File: config.mk
export PLATFORM = sky130hd
export DESIGN_NAME = sumu_prep
export DESIGN_NICKNAME = d
export VERILOG_FILES = /design/src/hdl/spherical_uv_mapping_unit_assert.svh /design/src/hdl/sumu_pkg.sv /design/src/hdl/sumu_prep.sv
export SDC_FILE = /design/constraint.sdc
export NUM_CORES = 1
export LEC_CHECK = 0
export BUFFER_PORTS_ARGS = -buffer_cell sky130_fd_sc_hd__clkbuf_2
export CORE_ASPECT_RATIO = 1.1
export CORE_MARGIN = 4
export CORE_UTILIZATION = 56
export CTS_CLUSTER_DIAMETER = 200
export DETAILED_ROUTE_END_ITERATION = 7
export GPL_TIMING_DRIVEN = 1
export PLACE_DENSITY = 0.83
export REMOVE_ABC_BUFFERS = 1
export SKIP_LAST_GASP = 1
export SLEW_MARGIN = 20
export SYNTH_ARGS = -nofsm -noshare
export SYNTH_HDL_FRONTEND = slang
export SYNTH_SLANG_ARGS = --single-unit
export TNS_END_PERCENT = 30
File: constraint.sdc
create_clock -name i_clk -period 5.63 [get_ports i_clk]
set_input_delay 0 -clock i_clk [delete_from_list [all_inputs] [get_ports i_clk]]
set_output_delay 0 -clock i_clk [all_outputs]
set_load 0.02 [all_outputs]
File: src/hdl/spherical_uv_mapping_unit_assert.svh
// Assertion helpers for the top-level RTL.
`ifndef SPHERICAL_UV_MAPPING_UNIT_ASSERT_SVH
`define SPHERICAL_UV_MAPPING_UNIT_ASSERT_SVH

// Same-cycle implication, disabled during reset
`define SUMU_ASSERT_IMPL(lbl, clk, rst_n, ante, cons) \
    lbl: assert property (@(posedge clk) disable iff (!(rst_n)) (ante) |-> (cons)) \
        else $error("assertion failed");

// Next-cycle implication, disabled during reset
`define SUMU_ASSERT_NEXT(lbl, clk, rst_n, ante, cons) \
    lbl: assert property (@(posedge clk) disable iff (!(rst_n)) (ante) |=> (cons)) \
        else $error("assertion failed");

`endif

File: src/hdl/sumu_pkg.sv
package sumu_pkg;

    // Input coordinate width and CORDIC micro-rotation count
    localparam int COORD_WIDTH      = 16;
    localparam int ANGLE_ITERATIONS = 16;
    localparam int ITERS            = (ANGLE_ITERATIONS > 32) ? 32 : ANGLE_ITERATIONS;

    // Datapath widths
    localparam int DATA_W  = 64;
    localparam int ANG_W   = 32;
    localparam int IDX_W   = 5;
    localparam int U_W     = 16;
    localparam int V_W     = 17;
    localparam int PROD_W  = COORD_WIDTH + 32;
    localparam int VNUM_W  = 34;

    // Coordinates are lifted into the 64-bit datapath by this shift
    localparam int GUARD_SHIFT = 58 - COORD_WIDTH;
    localparam int ZK_LSH      = (GUARD_SHIFT >= 30) ? GUARD_SHIFT - 30 : 0;
    localparam int ZK_RSH      = (GUARD_SHIFT < 30) ? 30 - GUARD_SHIFT : 0;

    // CORDIC gain limit in Q30
    localparam logic signed [31:0] GAIN_Q30 = 32'sd1768195363;

    localparam logic [ANG_W-1:0] HALF_TURN = 32'h8000_0000;
    localparam logic [ANG_W-1:0] U_ROUND   = 32'h0000_8000;
    localparam logic [V_W-1:0]   V_ONE     = 17'd65536;

    localparam logic signed [VNUM_W-1:0] V_QUARTER = 34'sd1073741824;
    localparam logic signed [VNUM_W-1:0] V_BIAS    = 34'sd16384;
    localparam logic signed [VNUM_W-1:0] V_MAX     = 34'sd65536;

    typedef logic signed [DATA_W-1:0] t_data;
    typedef logic [ANG_W-1:0]         t_ang;

    // Vector state moved between cells
    typedef struct packed {
        t_data x;
        t_data y;
        t_ang  ang;
    } t_vec;

    // Side data that rides along with each point
    typedef struct packed {
        t_data zk;
        t_ang  a1;
        logic  axis;
        logic  zneg;
    } t_side;

    // atan(2^-i) in turns, 2^32 per turn
    function automatic t_ang atan_turns(input logic [IDX_W-1:0] idx);
        t_ang res;
        case (idx)
            5'd0:    res = 32'h20000000;
            5'd1:    res = 32'h12E4051E;
            5'd2:    res = 32'h09FB385B;
            5'd3:    res = 32'h051111D4;
            5'd4:    res = 32'h028B0D43;
            5'd5:    res = 32'h0145D7E1;
            5'd6:    res = 32'h00A2F61E;
            5'd7:    res = 32'h00517C55;
            5'd8:    res = 32'h0028BE53;
            5'd9:    res = 32'h00145F2F;
            5'd10:   res = 32'h000A2F98;
            5'd11:   res = 32'h000517CC;
            5'd12:   res = 32'h00028BE6;
            5'd13:   res = 32'h000145F3;
            5'd14:   res = 32'h0000A2FA;
            5'd15:   res = 32'h0000517D;
            5'd16:   res = 32'h000028BE;
            5'd17:   res = 32'h0000145F;
            5'd18:   res = 32'h00000A30;
            5'd19:   res = 32'h00000518;
            5'd20:   res = 32'h0000028C;
            5'd21:   res = 32'h00000146;
            5'd22:   res = 32'h000000A3;
            5'd23:   res = 32'h00000051;
            5'd24:   res = 32'h00000029;
            5'd25:   res = 32'h00000014;
            5'd26:   res = 32'h0000000A;
            5'd27:   res = 32'h00000005;
            5'd28:   res = 32'h00000003;
            5'd29:   res = 32'h00000001;
            5'd30:   res = 32'h00000001;
            default: res = 32'h00000000;
        endcase
        return res;
    endfunction

endpackage

File: src/hdl/sumu_prep.sv
// Entry stage: lift coordinates, fold left half plane, scale z by the gain
module sumu_prep import sumu_pkg::*; (
    input  logic                          i_clk,
    input  logic                          i_rst_n,
    input  logic                          i_en,
    input  logic                          i_valid,
    input  logic signed [COORD_WIDTH-1:0] i_x,
    input  logic signed [COORD_WIDTH-1:0] i_y,
    input  logic signed [COORD_WIDTH-1:0] i_z,
    output logic                          o_valid,
    output t_vec                          o_vec,
    output t_side                         o_side
);

    logic                     r_valid;
    t_vec                     r_vec;
    logic signed [PROD_W-1:0] r_prod;
    logic                     r_axis;
    logic                     r_zneg;

    t_vec                     n_vec;
    logic signed [PROD_W-1:0] n_prod;
    t_data                    w_xs;
    t_data                    w_ys;
    t_data                    w_zk;

    // Scale into the datapath; rotate by half a turn when x is negative
    always_comb begin
        w_xs = t_data'(i_x) <<< GUARD_SHIFT;
        w_ys = t_data'(i_y) <<< GUARD_SHIFT;
        if (i_x[COORD_WIDTH-1]) begin
            n_vec.x   = -w_xs;
            n_vec.y   = -w_ys;
            n_vec.ang = HALF_TURN;
        end else begin
            n_vec.x   = w_xs;
            n_vec.y   = w_ys;
            n_vec.ang = '0;
        end
        n_prod = PROD_W'(i_z) * PROD_W'(GAIN_Q30);
    end

    always_ff @(posedge i_clk) begin
        if (!i_rst_n) begin
            r_valid <= 1'b0;
        end else if (i_en) begin
            r_valid <= i_valid;
        end
    end

    always_ff @(posedge i_clk) begin
        if (i_en) begin
            r_vec  <= n_vec;
            r_prod <= n_prod;
            r_axis <= (i_x == '0) && (i_y == '0);
            r_zneg <= i_z[COORD_WIDTH-1];
        end
    end

    // z * K brought to the datapath scale (floor on right shift)
    assign w_zk = (t_data'(r_prod) <<< ZK_LSH) >>> ZK_RSH;

    assign o_valid     = r_valid;
    assign o_vec       = r_vec;
    assign o_side.zk   = w_zk;
    assign o_side.a1   = '0;
    assign o_side.axis = r_axis;
    assign o_side.zneg = r_zneg;

endmodule

---- Word-level counts from Yosys, hierarchy flattened ----
Cells that the tools add are included.
operators by class
  add/subtract/negate cells ............... 2
  $mul .................................... 1
  mux-type cells .......................... 1
  reductions and logical operators ........ 3
operators with widths
  cell                    number
  $mux 153                1
  $neg 58->64             2
  $mul 16x32->48 const B  1
  $logic_not 16->1        2
  $logic_and 1x1->1       1
storage, ports and cells
  register bits after elaboration ......... 211
  input bits .............................. 52
  output and inout port bits .............. 259
  logic and storage cells ................. 16

---- Longest topological paths before layout ----
  word-level depth ........................ 2
  depth in mapped cells ................... 22
  mapped depth without buffers ............ 22

---- Worst setup path after synthesis ----
Ideal clock, no wire load.
  kind .................................... input port to flip-flop
  start ................................... input i_z[14]
  end ..................................... register r_prod[47], data pin
  setup time .............................. 0.258 ns
  arrival ................................. 4.861 ns
  setup slack ............................. 0.512 ns
  cell stages on the path ................. 19
  path buffers ............................ 0
  path through ............................ ha_1 xor2_1 ha_1 nand2b_1 fa_1 fa_1 inv_1 fa_1 fa_1 inv_1 ha_1 and3_1 nand2_1 or4_1 o21a_2 nand3_2 a31oi_4 o21a_1 xnor2_1
on the way
  word-level cells in the longest chain between the ends .. 1
ends and longest elaborated chain
  item                    RTL line         source
  start: declaration      sumu_prep.sv:9   input logic signed [COORD_WIDTH-1:0] i_z,
  $mul 16x32->48          sumu_prep.sv:40  n_prod = PROD_W'(i_z) * PROD_W'(GAIN_Q30);
  named net n_prod[47]    sumu_prep.sv:22  logic signed [PROD_W-1:0] n_prod;
  end signal: assignment  sumu_prep.sv:54  r_prod <= n_prod;
  end: declaration        sumu_prep.sv:17  logic signed [PROD_W-1:0] r_prod;
The timed path passes the listed nets, and every way through them passes these cells.
A chain may end at the register's enable or synchronous reset.

---- Worst setup path after layout ----
  start ................................... input i_z[15]
  end ..................................... register r_prod[42], data pin
The elaborated chain is that of the path after synthesis.

==> flow_metrics.tcl <==
set metrics [dict create \
    p_int_mw 4.24 \
    regArea_sq_um 2870 \
    holdWs_ns 0.0251 \
    gp_congestion 0.959 \
    start_util_pct 57.7 \
    hold_path.startpoint "i_en" \
    final.min_clock_period_ns 5.24 \
    synth_compound_area_share_pct 8.66 \
    leakage_nw 7.28 \
    setup_ws_ns 0.392 \
    rsz0062_at_grt "no" \
    ys.warnings.count 0 \
    ys_ff_latch 96 \
    grt.met3_usage_pct 2.58 \
    port_buffers 151 \
    crit_path_end_kind "flip-flop" \
    num-fill-cells 1779 \
    p_switching_mw 4.14 \
    seqPwrFrac_pct 15.7 \
    cts_tree "done" \
    synth_area_sq_um 12500 \
    async_reset_ff_share_pct 0 \
    multi_input_area_sq_um 7980 \
    syn_avg_cell_area_sq_um 10.2 \
    die_h_um 164 \
    synthCells 1218 \
    drt-initial-drc-count 621 \
    core_area_sq_um 21600 \
    use_met2_pct 41.3 \
    crit_required_ns 5.73 \
    stdcell_area_sq_um 13800 \
    busiest_layer "met2" \
    post_cts_buffers 0 \
    antenna_found_initial 0 \
    clockRootBuffer "clkbuf_16" \
    grt_max_degree 84 \
    global_route.usage.total_pct 23.3 \
    synthMuxAreaShare_pct 0.0803 \
    cp-start-kind "primary input" \
    die_w_um 150 \
    maxCapViolations 0 \
    crit_arrival_ns 5.34 \
    grt_overflow_total 0 \
    design.die.area_sq_um 24700 \
    cts_resized 0 \
    io_pins 311 \
    ys_seq_area_share_pct 23.1 \
    crit_chain "clkbuf_2 > ha_1 > xor2_1 > ha_1 > fa_1 > inv_1 > fa_1 > inv_1 > ha_1 > inv_1 > fa_1 > inv_1 > ha_1 > a21o_1 > o21bai_1 > a31oi_1 > o22ai_1 > a31o_2 > a211oi_4 > nor3_2 > a31o_1 > xor2_1" \
    layout_commonest_cell "inv_1" \
    totalWireLength_um 28700 \
    htree_num_levels 3 \
    synthTopCellsByArea "edfxtp_1 (23%), ha_1 (21%), fa_1 (19%)" \
    r2r_start "o_valid" \
    ys.flop_type "edfxtp_1" \
    tns_ns 0 \
    vdd_drop_max_v 0.000419 \
    avgViaCountPerCell 5.02 \
    yosys.area_share.simple_pct 5.71 \
    grt_pass1_wl_um 44700 \
    drive_gt1_share_pct 15.2 \
    placed_cells 1675 \
    final_nets 1802 \
    drc_errors 0 \
    synth_area_leader_cell "edfxtp_1" \
    setup_viol_count_final 0 \
    worst_slew_pin_slew_ns 0.643 \
    critical_path_class "in2reg" \
    cts_buffer_depth 2 \
    final_util_pct 63.8 \
    hpwl_um 24200 \
    synth_xor_xnor_area_share_pct 5.06 \
    synth_top_area_share_pct 22.9 \
    clock_sinks 96 \
    hp-class "in2reg" \
    pwr-share-clk_pct 7.7 \
    timing.final.hold_violations 0 \
    insertion_delay_ns 0.34 \
    grt_util_met1_pct 30.0 \
    finalCritPeriodShare_pct 93.0 \
    place_area_sq_um 13100 \
    cp_max_fo 7 \
    finClkSkew_ns 0 \
    dr.pass1.iters 5 \
    rows 56 \
    synth-adder-area-share_pct 39.6 \
    crit_slowest_cell "fa_1" \
    final_cell_mix "inv_1 (248), ha_1 (207), conb_1 (165)" \
    power_mw 8.37 \
    cts_buffers 9 \
    max_stage_delay_ns 0.55 \
    combPwrFrac_pct 76.7 \
    fmax_mhz 191 \
    final_max_slew_viol_count 0 \
    dp_slack_ns 0.0678 \
    startpoint "i_z[15]" \
    grt_pass1_vias 8751 \
    route.vias.total 8642 \
    wl_per_cell_um 16.7 \
    status "complete, no violations" \
    slew_headroom_pct 57.1 \
    fin_cells 1722 \
    power_density_nw_per_um2 608 \
    area_delta_synth_final_pct 10.5 \
    synth_top_family_by_area "adder cells" \
    ant_nets 0 \
    synth_edf_count 95 \
    yosys.cell_types.count 59 \
    switching_share_pct 49.4 \
    clkTransAtPathRegs_ns 0.08 \
]
-- sequential cells by signal, indices dropped and copies added (netlist names) --
| register | flops |
|---|---|
| r_prod | 48 |
| o_valid | 1 |
| o_vec | 45 |
| r_axis | 1 |
| r_zneg | 1 |
-- power groups by stage --
stage | combinational (mW) | sequential (mW) | clock (mW)
after floorplan | 4.33 | 1.59 | 0
after global placement | 6.23 | 1.33 | 0
after detailed placement | 6.36 | 1.33 | 0
after CTS | 6.42 | 1.32 | 0.659
after global routing | 7.18 | 1.33 | 0.698
final | 6.42 | 1.31 | 0.643
-- what timing repair did --
| action | CTS | global route |
|---|---|---|
| hold buffers | 29 | 0 |
| endpoints found under the hold margin | 29 | 0 |
| endpoints found under the setup margin | 0 | 0 |
-- layout make-up --
type | count | area share, %
Antenna cell | 1 | 0.0182
Clock buffer | 9 | 1.64
Clock inverter | 7 | 0.636
Inverter | 248 | 6.76
Multi-Input combinational cell | 860 | 58.0
Sequential cell | 96 | 20.9
Tap cell | 290 | 2.64
Timing Repair Buffer | 211 | 9.45
-- final timing paths --
kind           endpoint  slack, ns  cells past startpoint
max          r_prod[42]       0.39                     22
min           r_prod[1]       0.03                      1
max reg2reg     o_valid       4.48                      3
min reg2reg     o_valid       1.07                      3
-- synth_stat cells, types with 17 or more instances --
| library cell | number |
|---|---|
| a21o_1 | 30 |
| a21oi_1 | 32 |
| buf_4 | 165 |
| edfxtp_1 | 95 |
| fa_1 | 117 |
| ha_1 | 207 |
| inv_1 | 248 |
| nand2_1 | 49 |
| nor2_1 | 23 |
| o21ai_0 | 30 |
| xnor2_1 | 55 |
| xor2_1 | 17 |
-- kinds of logic (layout without fill, tap and decap cells) --
family,count (synthesis),after routing
compound gates,156,156
xor+xnor,72,72
buf+inv,426,475
other cells,1,166
fa+ha+maj,324,324
simple gates,142,142
flops,96,96
mux,1,1
-- layer usage --
metal | up-vias | part of all wire [%]
met5 | - | 0
met4 | 0 | 2.3
met3 | 40 | 6.8
met2 | 387 | 51
met1 | 4132 | 40
li1 | 4083 | -
-- worst max-delay path, delay by kind of cell --
family / cells / cell delay [ns]
AO/OA/AOI/OAI: 7 / 1.50
adder cells (fa/ha/maj): 7 / 2.88
AND/OR/NAND/NOR: 1 / 0.10
buffers and inverters: 5 / 0.36
XOR/XNOR: 2 / 0.50
Note: power is estimated with default switching activity, not from simulation.
