### src/hdl/spherical_uv_mapping_unit_assert.svh
// Assertion helpers for the top-level RTL.
`ifndef SPHERICAL_UV_MAPPING_UNIT_ASSERT_SVH
`define SPHERICAL_UV_MAPPING_UNIT_ASSERT_SVH

// Same-cycle implication, disabled during reset
`define SUMU_ASSERT_IMPL(lbl, clk, rst_n, ante, cons) \
    lbl: assert property (@(posedge clk) disable iff (!(rst_n)) (ante) |-> (cons)) \
        else $error("assertion failed");

// Next-cycle implication, disabled during reset
`define SUMU_ASSERT_NEXT(lbl, clk, rst_n, ante, cons) \
    lbl: assert property (@(posedge clk) disable iff (!(rst_n)) (ante) |=> (cons)) \
        else $error("assertion failed");

`endif

### src/hdl/sumu_pkg.sv
package sumu_pkg;

    // Input coordinate width and CORDIC micro-rotation count
    localparam int COORD_WIDTH      = 16;
    localparam int ANGLE_ITERATIONS = 16;
    localparam int ITERS            = (ANGLE_ITERATIONS > 32) ? 32 : ANGLE_ITERATIONS;

    // Datapath widths
    localparam int DATA_W  = 64;
    localparam int ANG_W   = 32;
    localparam int IDX_W   = 5;
    localparam int U_W     = 16;
    localparam int V_W     = 17;
    localparam int PROD_W  = COORD_WIDTH + 32;
    localparam int VNUM_W  = 34;

    // Coordinates are lifted into the 64-bit datapath by this shift
    localparam int GUARD_SHIFT = 58 - COORD_WIDTH;
    localparam int ZK_LSH      = (GUARD_SHIFT >= 30) ? GUARD_SHIFT - 30 : 0;
    localparam int ZK_RSH      = (GUARD_SHIFT < 30) ? 30 - GUARD_SHIFT : 0;

    // CORDIC gain limit in Q30
    localparam logic signed [31:0] GAIN_Q30 = 32'sd1768195363;

    localparam logic [ANG_W-1:0] HALF_TURN = 32'h8000_0000;
    localparam logic [ANG_W-1:0] U_ROUND   = 32'h0000_8000;
    localparam logic [V_W-1:0]   V_ONE     = 17'd65536;

    localparam logic signed [VNUM_W-1:0] V_QUARTER = 34'sd1073741824;
    localparam logic signed [VNUM_W-1:0] V_BIAS    = 34'sd16384;
    localparam logic signed [VNUM_W-1:0] V_MAX     = 34'sd65536;

    typedef logic signed [DATA_W-1:0] t_data;
    typedef logic [ANG_W-1:0]         t_ang;

    // Vector state moved between cells
    typedef struct packed {
        t_data x;
        t_data y;
        t_ang  ang;
    } t_vec;

    // Side data that rides along with each point
    typedef struct packed {
        t_data zk;
        t_ang  a1;
        logic  axis;
        logic  zneg;
    } t_side;

    // atan(2^-i) in turns, 2^32 per turn
    function automatic t_ang atan_turns(input logic [IDX_W-1:0] idx);
        t_ang res;
        case (idx)
            5'd0:    res = 32'h20000000;
            5'd1:    res = 32'h12E4051E;
            5'd2:    res = 32'h09FB385B;
            5'd3:    res = 32'h051111D4;
            5'd4:    res = 32'h028B0D43;
            5'd5:    res = 32'h0145D7E1;
            5'd6:    res = 32'h00A2F61E;
            5'd7:    res = 32'h00517C55;
            5'd8:    res = 32'h0028BE53;
            5'd9:    res = 32'h00145F2F;
            5'd10:   res = 32'h000A2F98;
            5'd11:   res = 32'h000517CC;
            5'd12:   res = 32'h00028BE6;
            5'd13:   res = 32'h000145F3;
            5'd14:   res = 32'h0000A2FA;
            5'd15:   res = 32'h0000517D;
            5'd16:   res = 32'h000028BE;
            5'd17:   res = 32'h0000145F;
            5'd18:   res = 32'h00000A30;
            5'd19:   res = 32'h00000518;
            5'd20:   res = 32'h0000028C;
            5'd21:   res = 32'h00000146;
            5'd22:   res = 32'h000000A3;
            5'd23:   res = 32'h00000051;
            5'd24:   res = 32'h00000029;
            5'd25:   res = 32'h00000014;
            5'd26:   res = 32'h0000000A;
            5'd27:   res = 32'h00000005;
            5'd28:   res = 32'h00000003;
            5'd29:   res = 32'h00000001;
            5'd30:   res = 32'h00000001;
            default: res = 32'h00000000;
        endcase
        return res;
    endfunction

endpackage

### src/hdl/sumu_out.sv
// Output register: round azimuth, turn polar angle into v, clamp
module sumu_out import sumu_pkg::*; (
    input  logic           i_clk,
    input  logic           i_rst_n,
    input  logic           i_en,
    input  logic           i_valid,
    input  t_vec           i_vec,
    input  t_side          i_side,
    output logic           o_valid,
    output logic [U_W-1:0] o_u,
    output logic [V_W-1:0] o_v
);

    logic           r_valid;
    logic [U_W-1:0] r_u;
    logic [V_W-1:0] r_v;

    logic [U_W-1:0]           n_u;
    logic [V_W-1:0]           n_v;
    t_ang                     w_arnd;
    logic signed [ANG_W-1:0]  w_phi;
    logic signed [VNUM_W-1:0] w_num;
    logic signed [VNUM_W-1:0] w_vraw;

    always_comb begin
        w_arnd = i_side.a1 + U_ROUND;
        w_phi  = i_vec.ang;
        w_num  = V_QUARTER - VNUM_W'(w_phi) + V_BIAS;
        w_vraw = w_num >>> 15;
        // on the z axis the angles mean nothing
        if (i_side.axis) begin
            n_u = '0;
            n_v = i_side.zneg ? V_ONE : '0;
        end else begin
            n_u = w_arnd[ANG_W-1 -: U_W];
            if (w_vraw[VNUM_W-1]) begin
                n_v = '0;
            end else if (w_vraw > V_MAX) begin
                n_v = V_ONE;
            end else begin
                n_v = w_vraw[V_W-1:0];
            end
        end
    end

    always_ff @(posedge i_clk) begin
        if (!i_rst_n) begin
            r_valid <= 1'b0;
        end else if (i_en) begin
            r_valid <= i_valid;
        end
    end

    always_ff @(posedge i_clk) begin
        if (i_en) begin
            r_u <= n_u;
            r_v <= n_v;
        end
    end

    assign o_valid = r_valid;
    assign o_u     = r_u;
    assign o_v     = r_v;

endmodule

### config.mk
export PLATFORM = sky130hd
export DESIGN_NAME = sumu_out
export DESIGN_NICKNAME = d
export VERILOG_FILES = /design/src/hdl/spherical_uv_mapping_unit_assert.svh /design/src/hdl/sumu_pkg.sv /design/src/hdl/sumu_out.sv
export SDC_FILE = /design/constraint.sdc
export NUM_CORES = 1
export LEC_CHECK = 0
export CAP_MARGIN = 40
export CORE_AREA = 2 2 116 118
export CTS_CLUSTER_DIAMETER = 60
export CTS_CLUSTER_SIZE = 28
export DETAILED_ROUTE_END_ITERATION = 6
export DIE_AREA = 0 0 118 120
export DONT_BUFFER_PORTS = 1
export PLACE_DENSITY_LB_ADDON = 0.25
export SETUP_SLACK_MARGIN = 0.15
export SLEW_MARGIN = 20
export SYNTH_ARGS = -nofsm -noshare
export SYNTH_HDL_FRONTEND = slang
export SYNTH_SLANG_ARGS = --single-unit
### constraint.sdc
create_clock -name i_clk -period 2.38 [get_ports i_clk]
set_input_delay 0.119 -clock i_clk [delete_from_list [all_inputs] [get_ports i_clk]]
set_output_delay 0.119 -clock i_clk [all_outputs]
set_load 0.03 [all_outputs]
Yosys cells after proc, flatten, opt, wreduce, memory -nomap -nowiden
Cells that the tools add are included.
{"block": "totals", "reg_bits": 34, "output_inout_bits": 34, "in_bits": 262, "word_cells": 11}
{"block": "op_classes", "n_addsub": 3, "mux": 4, "n_lt_le_gt_ge": 1}
{"op": "2-to-1 mux 17 bit", "n": 4}
{"op": "adder 33 x 16 -> 34 bit (second input constant)", "n": 1}
{"op": "subtractor 32 x 32 -> 33 bit (first input constant)", "n": 1}
{"op": "adder 32 x 16 -> 32 bit (second input constant)", "n": 1}
{"op": "> comparator 19 x 18 -> 1 bit (second input constant)", "n": 1}

Longest topological paths before layout
Gate-level depths: netlist (run 1).
{"block": "depth", "word_depth": 6, "mapped_depth": 8, "ltp_nobuf": 7}

Least setup slack after synthesis (run 1)
OpenSTA, ideal clock, no wires.
{"block": "synth_timing", "kind": "input-to-reg", "from": "input port i_vec[15] (netlist bit)", "to": "register r_v[2], in the netlist o_v[2] (data pin)", "arrival_time_ns": 1.931, "setup_slack_ns": 0.179, "stages": 8, "t_required_ns": 2.110, "path_buffers": 1, "setup_ns": 0.270, "cell_sequence": "clkbuf_1 > or3_1 > or3_1 > o21a_1 > a311oi_1 > a211oi_1 > a31oi_1 > nor3_1"}
{"block": "synth_via", "elab_chain_cells": 6}
{"element": "start, declared", "line_no": "sumu_out.sv:7", "text": "input t_vec i_vec,"}
{"element": "subtractor 32 x 32 -> 33 bit (*)", "line_no": "sumu_out.sv:28", "text": "w_num = V_QUARTER - VNUM_W'(w_phi) + V_BIAS;"}
{"element": "adder 33 x 16 -> 34 bit (*)", "line_no": "sumu_out.sv:28"}
{"element": "> comparator 19 x 18 -> 1 bit", "line_no": "sumu_out.sv:38", "text": "end else if (w_vraw > V_MAX) begin"}
{"element": "2-to-1 mux 17 bit", "line_no": "sumu_out.sv:38"}
{"element": "2-to-1 mux 17 bit (*)", "line_no": "sumu_out.sv:36", "text": "if (w_vraw[VNUM_W-1]) begin"}
{"element": "2-to-1 mux 17 bit (*)", "line_no": "sumu_out.sv:31", "text": "if (i_side.axis) begin"}
{"element": "end signal, assigned", "line_no": "sumu_out.sv:57", "text": "r_v <= n_v;"}
{"element": "end, declared", "line_no": "sumu_out.sv:16", "text": "logic [V_W-1:0] r_v;"}
Every way passes the cells marked *; elsewhere a longest branch is shown, timed or not.
A chain may end at the register's enable or synchronous reset.

Final worst setup path (run 1)
{"block": "layout_timing", "from": "input port i_vec[9] (netlist bit)", "to": "register r_v[0], in the netlist o_v[0] (data pin)"}
Same word-level chain as after synthesis.

==> flow_summary.yaml, run 1 <==
worst_setup_path:
  crit_required_ns: 2.50
  crit_path_max_fanout: 6
  regToRegStartpoint: "o_valid"
  reg2reg_setup_slack_ns: 1.57
  cp-startpoint: "i_vec[9]"
  cp_data_arrival_time_ns: 2.28
  worst_setup_path_start_kind: "input port"
  r2r_cells: 2
  endpoint: "o_v[0]"
  r2r_end: "o_valid"
  endpoint_kind: "register"
  path_class: "input port to register"
timing:
  max_clock_freq_ghz: 0.4631
  rsz0062_at_grt: "false"
  finalCriticalPeriod_ns: 2.159
  finalClockSkew_ns: 0
  finalCritPeriodShare: 0.9073
  setup_viol: 0
  slew_headroom: 0.7439
  drv_slew: 0
  worstMarginPinSlew_ns: 0.3849
  hold_viol_final: 0
synth:
  ys_ff_latch: 34
  synth_cell_types: 47
  syn-num-nets: 453
  syn-cell-area_sq_um: 2046
  syn_area_per_cell_sq_um: 10.77
  ys_seq_area_frac: 0.4942
  synthCells: 190
  async_flop_share: 0
  synth-edff-count: 33
  yosysWarnings: 0
  synthFlopType: "edfxtp_1"
global_routing:
  grt_max_degree: 34
  grt_usage: 0.08764
  grt_first_pass_wirelength_mm: 9.156
  grt_pass1_vias: 1561
  antenna_found_initial: 0
  grt-ovfl-total: 0
drt:
  dr.pass1.iters: 4
  num_vias: 1539
  met2RoutedLength_mm: 2.512
  via_per_inst: 3.926
  drcViolationCount: 0
  wl_met3_microns: 909
  wl_per_cell_microns: 16.06
  ant_nets: 0
  highest_layer: "met4"
  wirelength_mm: 6.295
  drt_iter0_markers: 74
  wl_met1_mm: 2.724
floorplan:
  start_util: 0.1576
  ios: 296
  rows: 42
  die_y_microns: 120
  die_x_microns: 118
  die_area_sq_um: 14160
  core_area_sq_um: 12980
power_and_ir_drop:
  clock_power_share: 0.387
  powerDensity_nw_per_um2: 618.6
  p_leak_nw: 0.8270
  power_frac_seq: 0.526
  p_sw_frac: 0.2665
  peakVddDrop_mv: 0.2233
  internal_power_mw: 1.170
  pwr-share-comb: 0.088
  power.total_mw: 1.594
  net-switching-power_mw: 0.4249
finish:
  insertedDiodeCount: 0
  area_delta_synth_final_pct: 25.99
  layout-drive-gt1-share: 0.1898
  seq_area_sq_um: 1011
  multiInputGateArea_sq_um: 1001
  fin_util: 0.1986
  nFillCells: 1436
  fin_nets: 478
run:
  drv_cap: 0
clock_tree:
  clkSinkCount: 34
  clk_pin_slew_ns: 0.05
  cts-root-buf: "clkbuf_16"
  tritoncts: "done"
  htree_levels: 2
  clkLatencyLatePin_ns: 0.27
  clockBufferDepth: 2
  cts_made_buffers: 5
placement:
  io_buffers: 0
  gp_congestion: 0.7270
  dp_hpwl_mm: 4.794
min_path:
  hold_class: "input port to register"
run_status:
  outcome: "completed"
state kept, by name (all words and copies together), names as in the netlist:
name,flops
o_v,17
o_u,16
o_valid,1
metrics by stage:
step / cell area [sq um] / worst slack, ns / TNS [ns] / std cells / hold slack [ns]
final: 2577 / 0.2206 / 0 / 392 / 0.02253
after global placement: 2389 / -0.08261 / -0.4336 / 380 / 0.2337
after floorplan: 2046 / 0.1791 / 0 / 190 / 0.2315
after global routing: 2577 / 0.1461 / 0 / 392 / 0.01488
after detailed placement: 2389 / -0.08401 / -0.4222 / 380 / 0.2337
after CTS: 2556 / 0.1911 / 0 / 390 / 0.01614
how the worst min path moves through the flow:
stage / slack, ns / end / start / cells past startpoint
3_5_place_dp: 0.23 / o_v[5] / i_en / 0
5_1_grt: 0.01 / o_v[0] / i_side[1] / 1
6_report: 0.02 / o_valid / i_valid / 2
2_1_floorplan: 0.23 / o_u[0] / i_en / 0
3_3_place_gp: 0.23 / o_v[5] / i_en / 0
4_1_cts: 0.02 / o_valid / i_valid / 2
synth_stat cells (2+ instances only):
master	count	area (sq um)
a21oi_1	2	10.01
a31oi_1	4	25.02
and3_1	6	37.54
clkbuf_1	5	18.77
edfxtp_1	33	991.0
inv_1	2	7.510
nand2_1	9	33.78
nand2b_1	2	12.51
nand3_1	12	60.06
nand4_1	3	18.77
nor2_1	28	105.1
nor2b_1	7	43.79
nor3_1	12	60.06
nor3b_1	2	15.01
nor4_1	3	18.77
nor4_2	2	25.02
nor4_4	2	42.54
or3_1	3	18.77
or4_1	2	15.01
xnor2_1	9	78.83
xor2_1	16	140.1
logic make-up (layout without fill, tap and decap cells):
group                    count (synthesis)  after routing  share of synthesized area
buffers and inverters                    9             35                    0.02079
XOR/XNOR                                25             25                     0.1070
flip-flops                              34             34                     0.4942
AO/OA/AOI/OAI                           19             19                    0.08624
AND/OR/NAND/NOR                        101            101                     0.2807
adder cells (fa/ha/maj)                  1              1                   0.006115
multiplexers                             1              1                   0.004893
worst max-delay path, cell delays in order:
cell and delay, ns:
nor4_2 0.33, a41oi_4 0.23, buf_2 0.24, nor2_4 0.13, xnor2_1 0.09, or4_1 0.53, a2111o_1 0.42, a211oi_2 0.18
power by group through the flow:
stage	logic [mW]	registers (mW)	clock network, mW
5_1_grt	0.154	0.844	0.665
4_1_cts	0.139	0.841	0.636
3_5_place_dp	0.121	0.851	0
6_report	0.140	0.838	0.617
3_3_place_gp	0.122	0.854	0
2_1_floorplan	0.0961	0.836	0
cells in the final DEF (no fill, tap or decap), drive strengths merged, types with 2 or more instances in the layout:
master	netlist	layout
nor3b	2	2
nand4	3	3
buf	2	24
nand3	12	12
clkinv	0	2
nor2b	7	7
or3	3	3
and3	6	6
a21oi	2	2
or4	2	2
inv	2	2
a41oi	2	2
nor4	7	7
nor3	13	13
clkbuf	5	6
a211oi	2	2
edfxtp	33	33
xnor2	9	9
xor2	16	16
nand2	9	9
nand2b	2	2
a31oi	4	4
nor2	29	29
final cells by class:
| class | count | share of cell area |
|---|---|---|
| flip-flops and latches | 34 | 0.3922 |
| well taps | 176 | 0.08544 |
| clock inverters | 2 | 0.003398 |
| multi-input cells | 147 | 0.3883 |
| clock buffers | 6 | 0.05000 |
| inverters | 2 | 0.002913 |
| repair buffers | 25 | 0.07767 |
what timing repair did:
item	4_1_cts	5_1_grt
endpoints found under the setup margin	0	2
hold endpoints to repair	34	0
hold buffers	2	0
buffers inserted	0	2
resized for setup	0	1
metal layers:
layer  global-route usage  up-vias
li1                     -      760
met1               0.1038      698
met2               0.1203       72
met3              0.05941        9
met4              0.04142        0
met5                    0        -
Note: power is estimated with default switching activity, not from simulation.
==> run 2, diff against run 1 <==
- clock period: 2.38 -> 2.2 ns (I/O delays scaled with it)
==> flow_summary.yaml, run 2 (synthesized netlist as in run 1, its figures left out) <==
run_status:
  outcome: "completed"
drt:
  wl_per_cell_microns: 17.43
  ant_nets: 0
  via_per_inst: 4.041
  dr.pass1.iters: 4
  wirelength_mm: 6.883
  num_vias: 1596
  drcViolationCount: 0
  drt_iter0_markers: 81
placement:
  gp_congestion: 0.7419
  io_buffers: 0
  dp_hpwl_mm: 5.110
  place_inst: 379
  placed_cell_area_sq_um: 2414
clock_tree:
  tritoncts: "done"
  htree_levels: 2
  clkSinkCount: 34
  clkLatencyLatePin_ns: 0.28
  clk_pin_slew_ns: 0.05
  cts_made_buffers: 5
  cts-root-buf: "clkbuf_16"
  clockBufferDepth: 2
worst_setup_path:
  r2r_end: "o_valid"
  path_class: "input port to register"
  crit_buf_inv: 1
  crit_path_max_fanout: 6
  endpoint_kind: "register"
  cp_num_cells: 8
  cp-startpoint: "i_vec[0]"
  regToRegStartpoint: "o_valid"
  reg2reg_setup_slack_ns: 0.85
  worst_setup_path_start_kind: "input port"
  crit_chain: "nor4_4 > a41oi_4 > buf_6 > nor2_4 > xnor2_1 > or4_1 > a2111o_1 > a211oi_2"
  cp_data_arrival_time_ns: 2.13
  crit_required_ns: 2.32
  critPathSlowestCell: "or4_1"
  cpPeakStageDelay_ns: 0.52
  r2r_cells: 3
  crit_family: "simple AND/OR/NAND/NOR gates"
  endpoint: "o_v[0]"
timing:
  finalCriticalPeriod_ns: 2.015
  setup_tns_ns: 0
  slew_headroom: 0.7410
  hold_viol_final: 0
  drv_slew: 0
  max_clock_freq_ghz: 0.4963
  rsz0062_at_grt: "true"
  finalCritPeriodShare: 0.9158
  timing.hold.ws_ns: 0.01512
  worstMarginPinSlew_ns: 0.3893
  setup_viol: 0
  finalClockSkew_ns: 0
finish:
  fin_nets: 481
  postLayoutCellArea_sq_um: 2696
  layout-drive-gt1-share: 0.2374
  largest_register_ffs: 17
  fin_util: 0.2077
  instances_no_fill: 395
  area_delta_synth_final_pct: 31.80
  layout_common_cells: "33 x edfxtp_1, 28 x nor2_1, 22 x buf_4"
  insertedDiodeCount: 0
  layout_commonest_cell: "edfxtp_1"
floorplan:
  core_area_sq_um: 12980
  die_x_microns: 118
  ios: 296
  die_area_sq_um: 14160
  rows: 42
  start_util: 0.1576
  die_y_microns: 120
min_path:
  hold_class: "input port to register"
  min_path_cells: 2
power_and_ir_drop:
  peakVddDrop_mv: 0.2614
  p_leak_nw: 0.8650
  powerDensity_nw_per_um2: 654.3
global_routing:
  antenna_found_initial: 0
  grt_max_degree: 34
  grt_usage: 0.09702
  grt_first_pass_wirelength_mm: 10.08
  grt_pass1_vias: 1607
  grt-ovfl-total: 0
run:
  drv_cap: 0
## run 2: worst register-to-register path: stages, from the launching register on
cell           delay (ns)
dfxtp_1              0.52
mux2i_1              0.12
nor2b_1              0.11
dlygate4sd3_1        0.54
## run 2: cell type report
class | count | area [sq um]
clock buffer | 6 | 128.9
clock inverter | 2 | 8.758
fill | 1397 | 10280
inverter | 2 | 7.507
multi-input combinational | 147 | 1081
sequential | 34 | 1011
tap | 176 | 220.2
timing repair buffer | 28 | 239.0
## run 2: worst min path at each step
stage | start | to | slack, ns
after detailed placement | i_en | o_v[11] | 0.23
after floorplan | i_en | o_u[0] | 0.22
final | i_side[1] | o_v[16] | 0.02
after global placement | i_en | o_v[11] | 0.23
after CTS | i_side[1] | o_v[16] | 0.004
after global routing | i_side[1] | o_v[0] | 0.004
## run 2: report_power, final
| group | leakage [nW] | internal [mW] | switching (mW) | total, mW |
|---|---|---|---|---|
| clock network | 0.0683 | 0.414 | 0.278 | 0.692 |
| registers | 0.325 | 0.775 | 0.134 | 0.908 |
| logic | 0.472 | 0.0859 | 0.0780 | 0.164 |
## run 2: per-stage QoR
| stage | worst slack, ns | total power [mW] |
|---|---|---|
| floorplan | 0.08119 | 1.011 |
| global placement | -0.1578 | 1.057 |
| detailed placement | -0.1719 | 1.053 |
| CTS | 0.1705 | 1.780 |
| global route | 0.09663 | 1.845 |
| finish | 0.1852 | 1.764 |
## run 2: metal layers
metal	vias to the layer above	GRT usage	share of wire
met5	-	0	0
met4	0	0.03991	0.022
met3	8	0.07700	0.16
met2	73	0.1250	0.38
met1	750	0.1168	0.44
li1	765	-	-
## run 2: repair_timing
| item | CTS | global route |
|---|---|---|
| setup endpoints to repair | 3 | 10 |
| hold endpoints to repair | 34 | 0 |
| hold buffers | 3 | 0 |
| setup buffers | 0 | 5 |
| gates resized for setup | 1 | 13 |
| pin swaps | 0 | 10 |
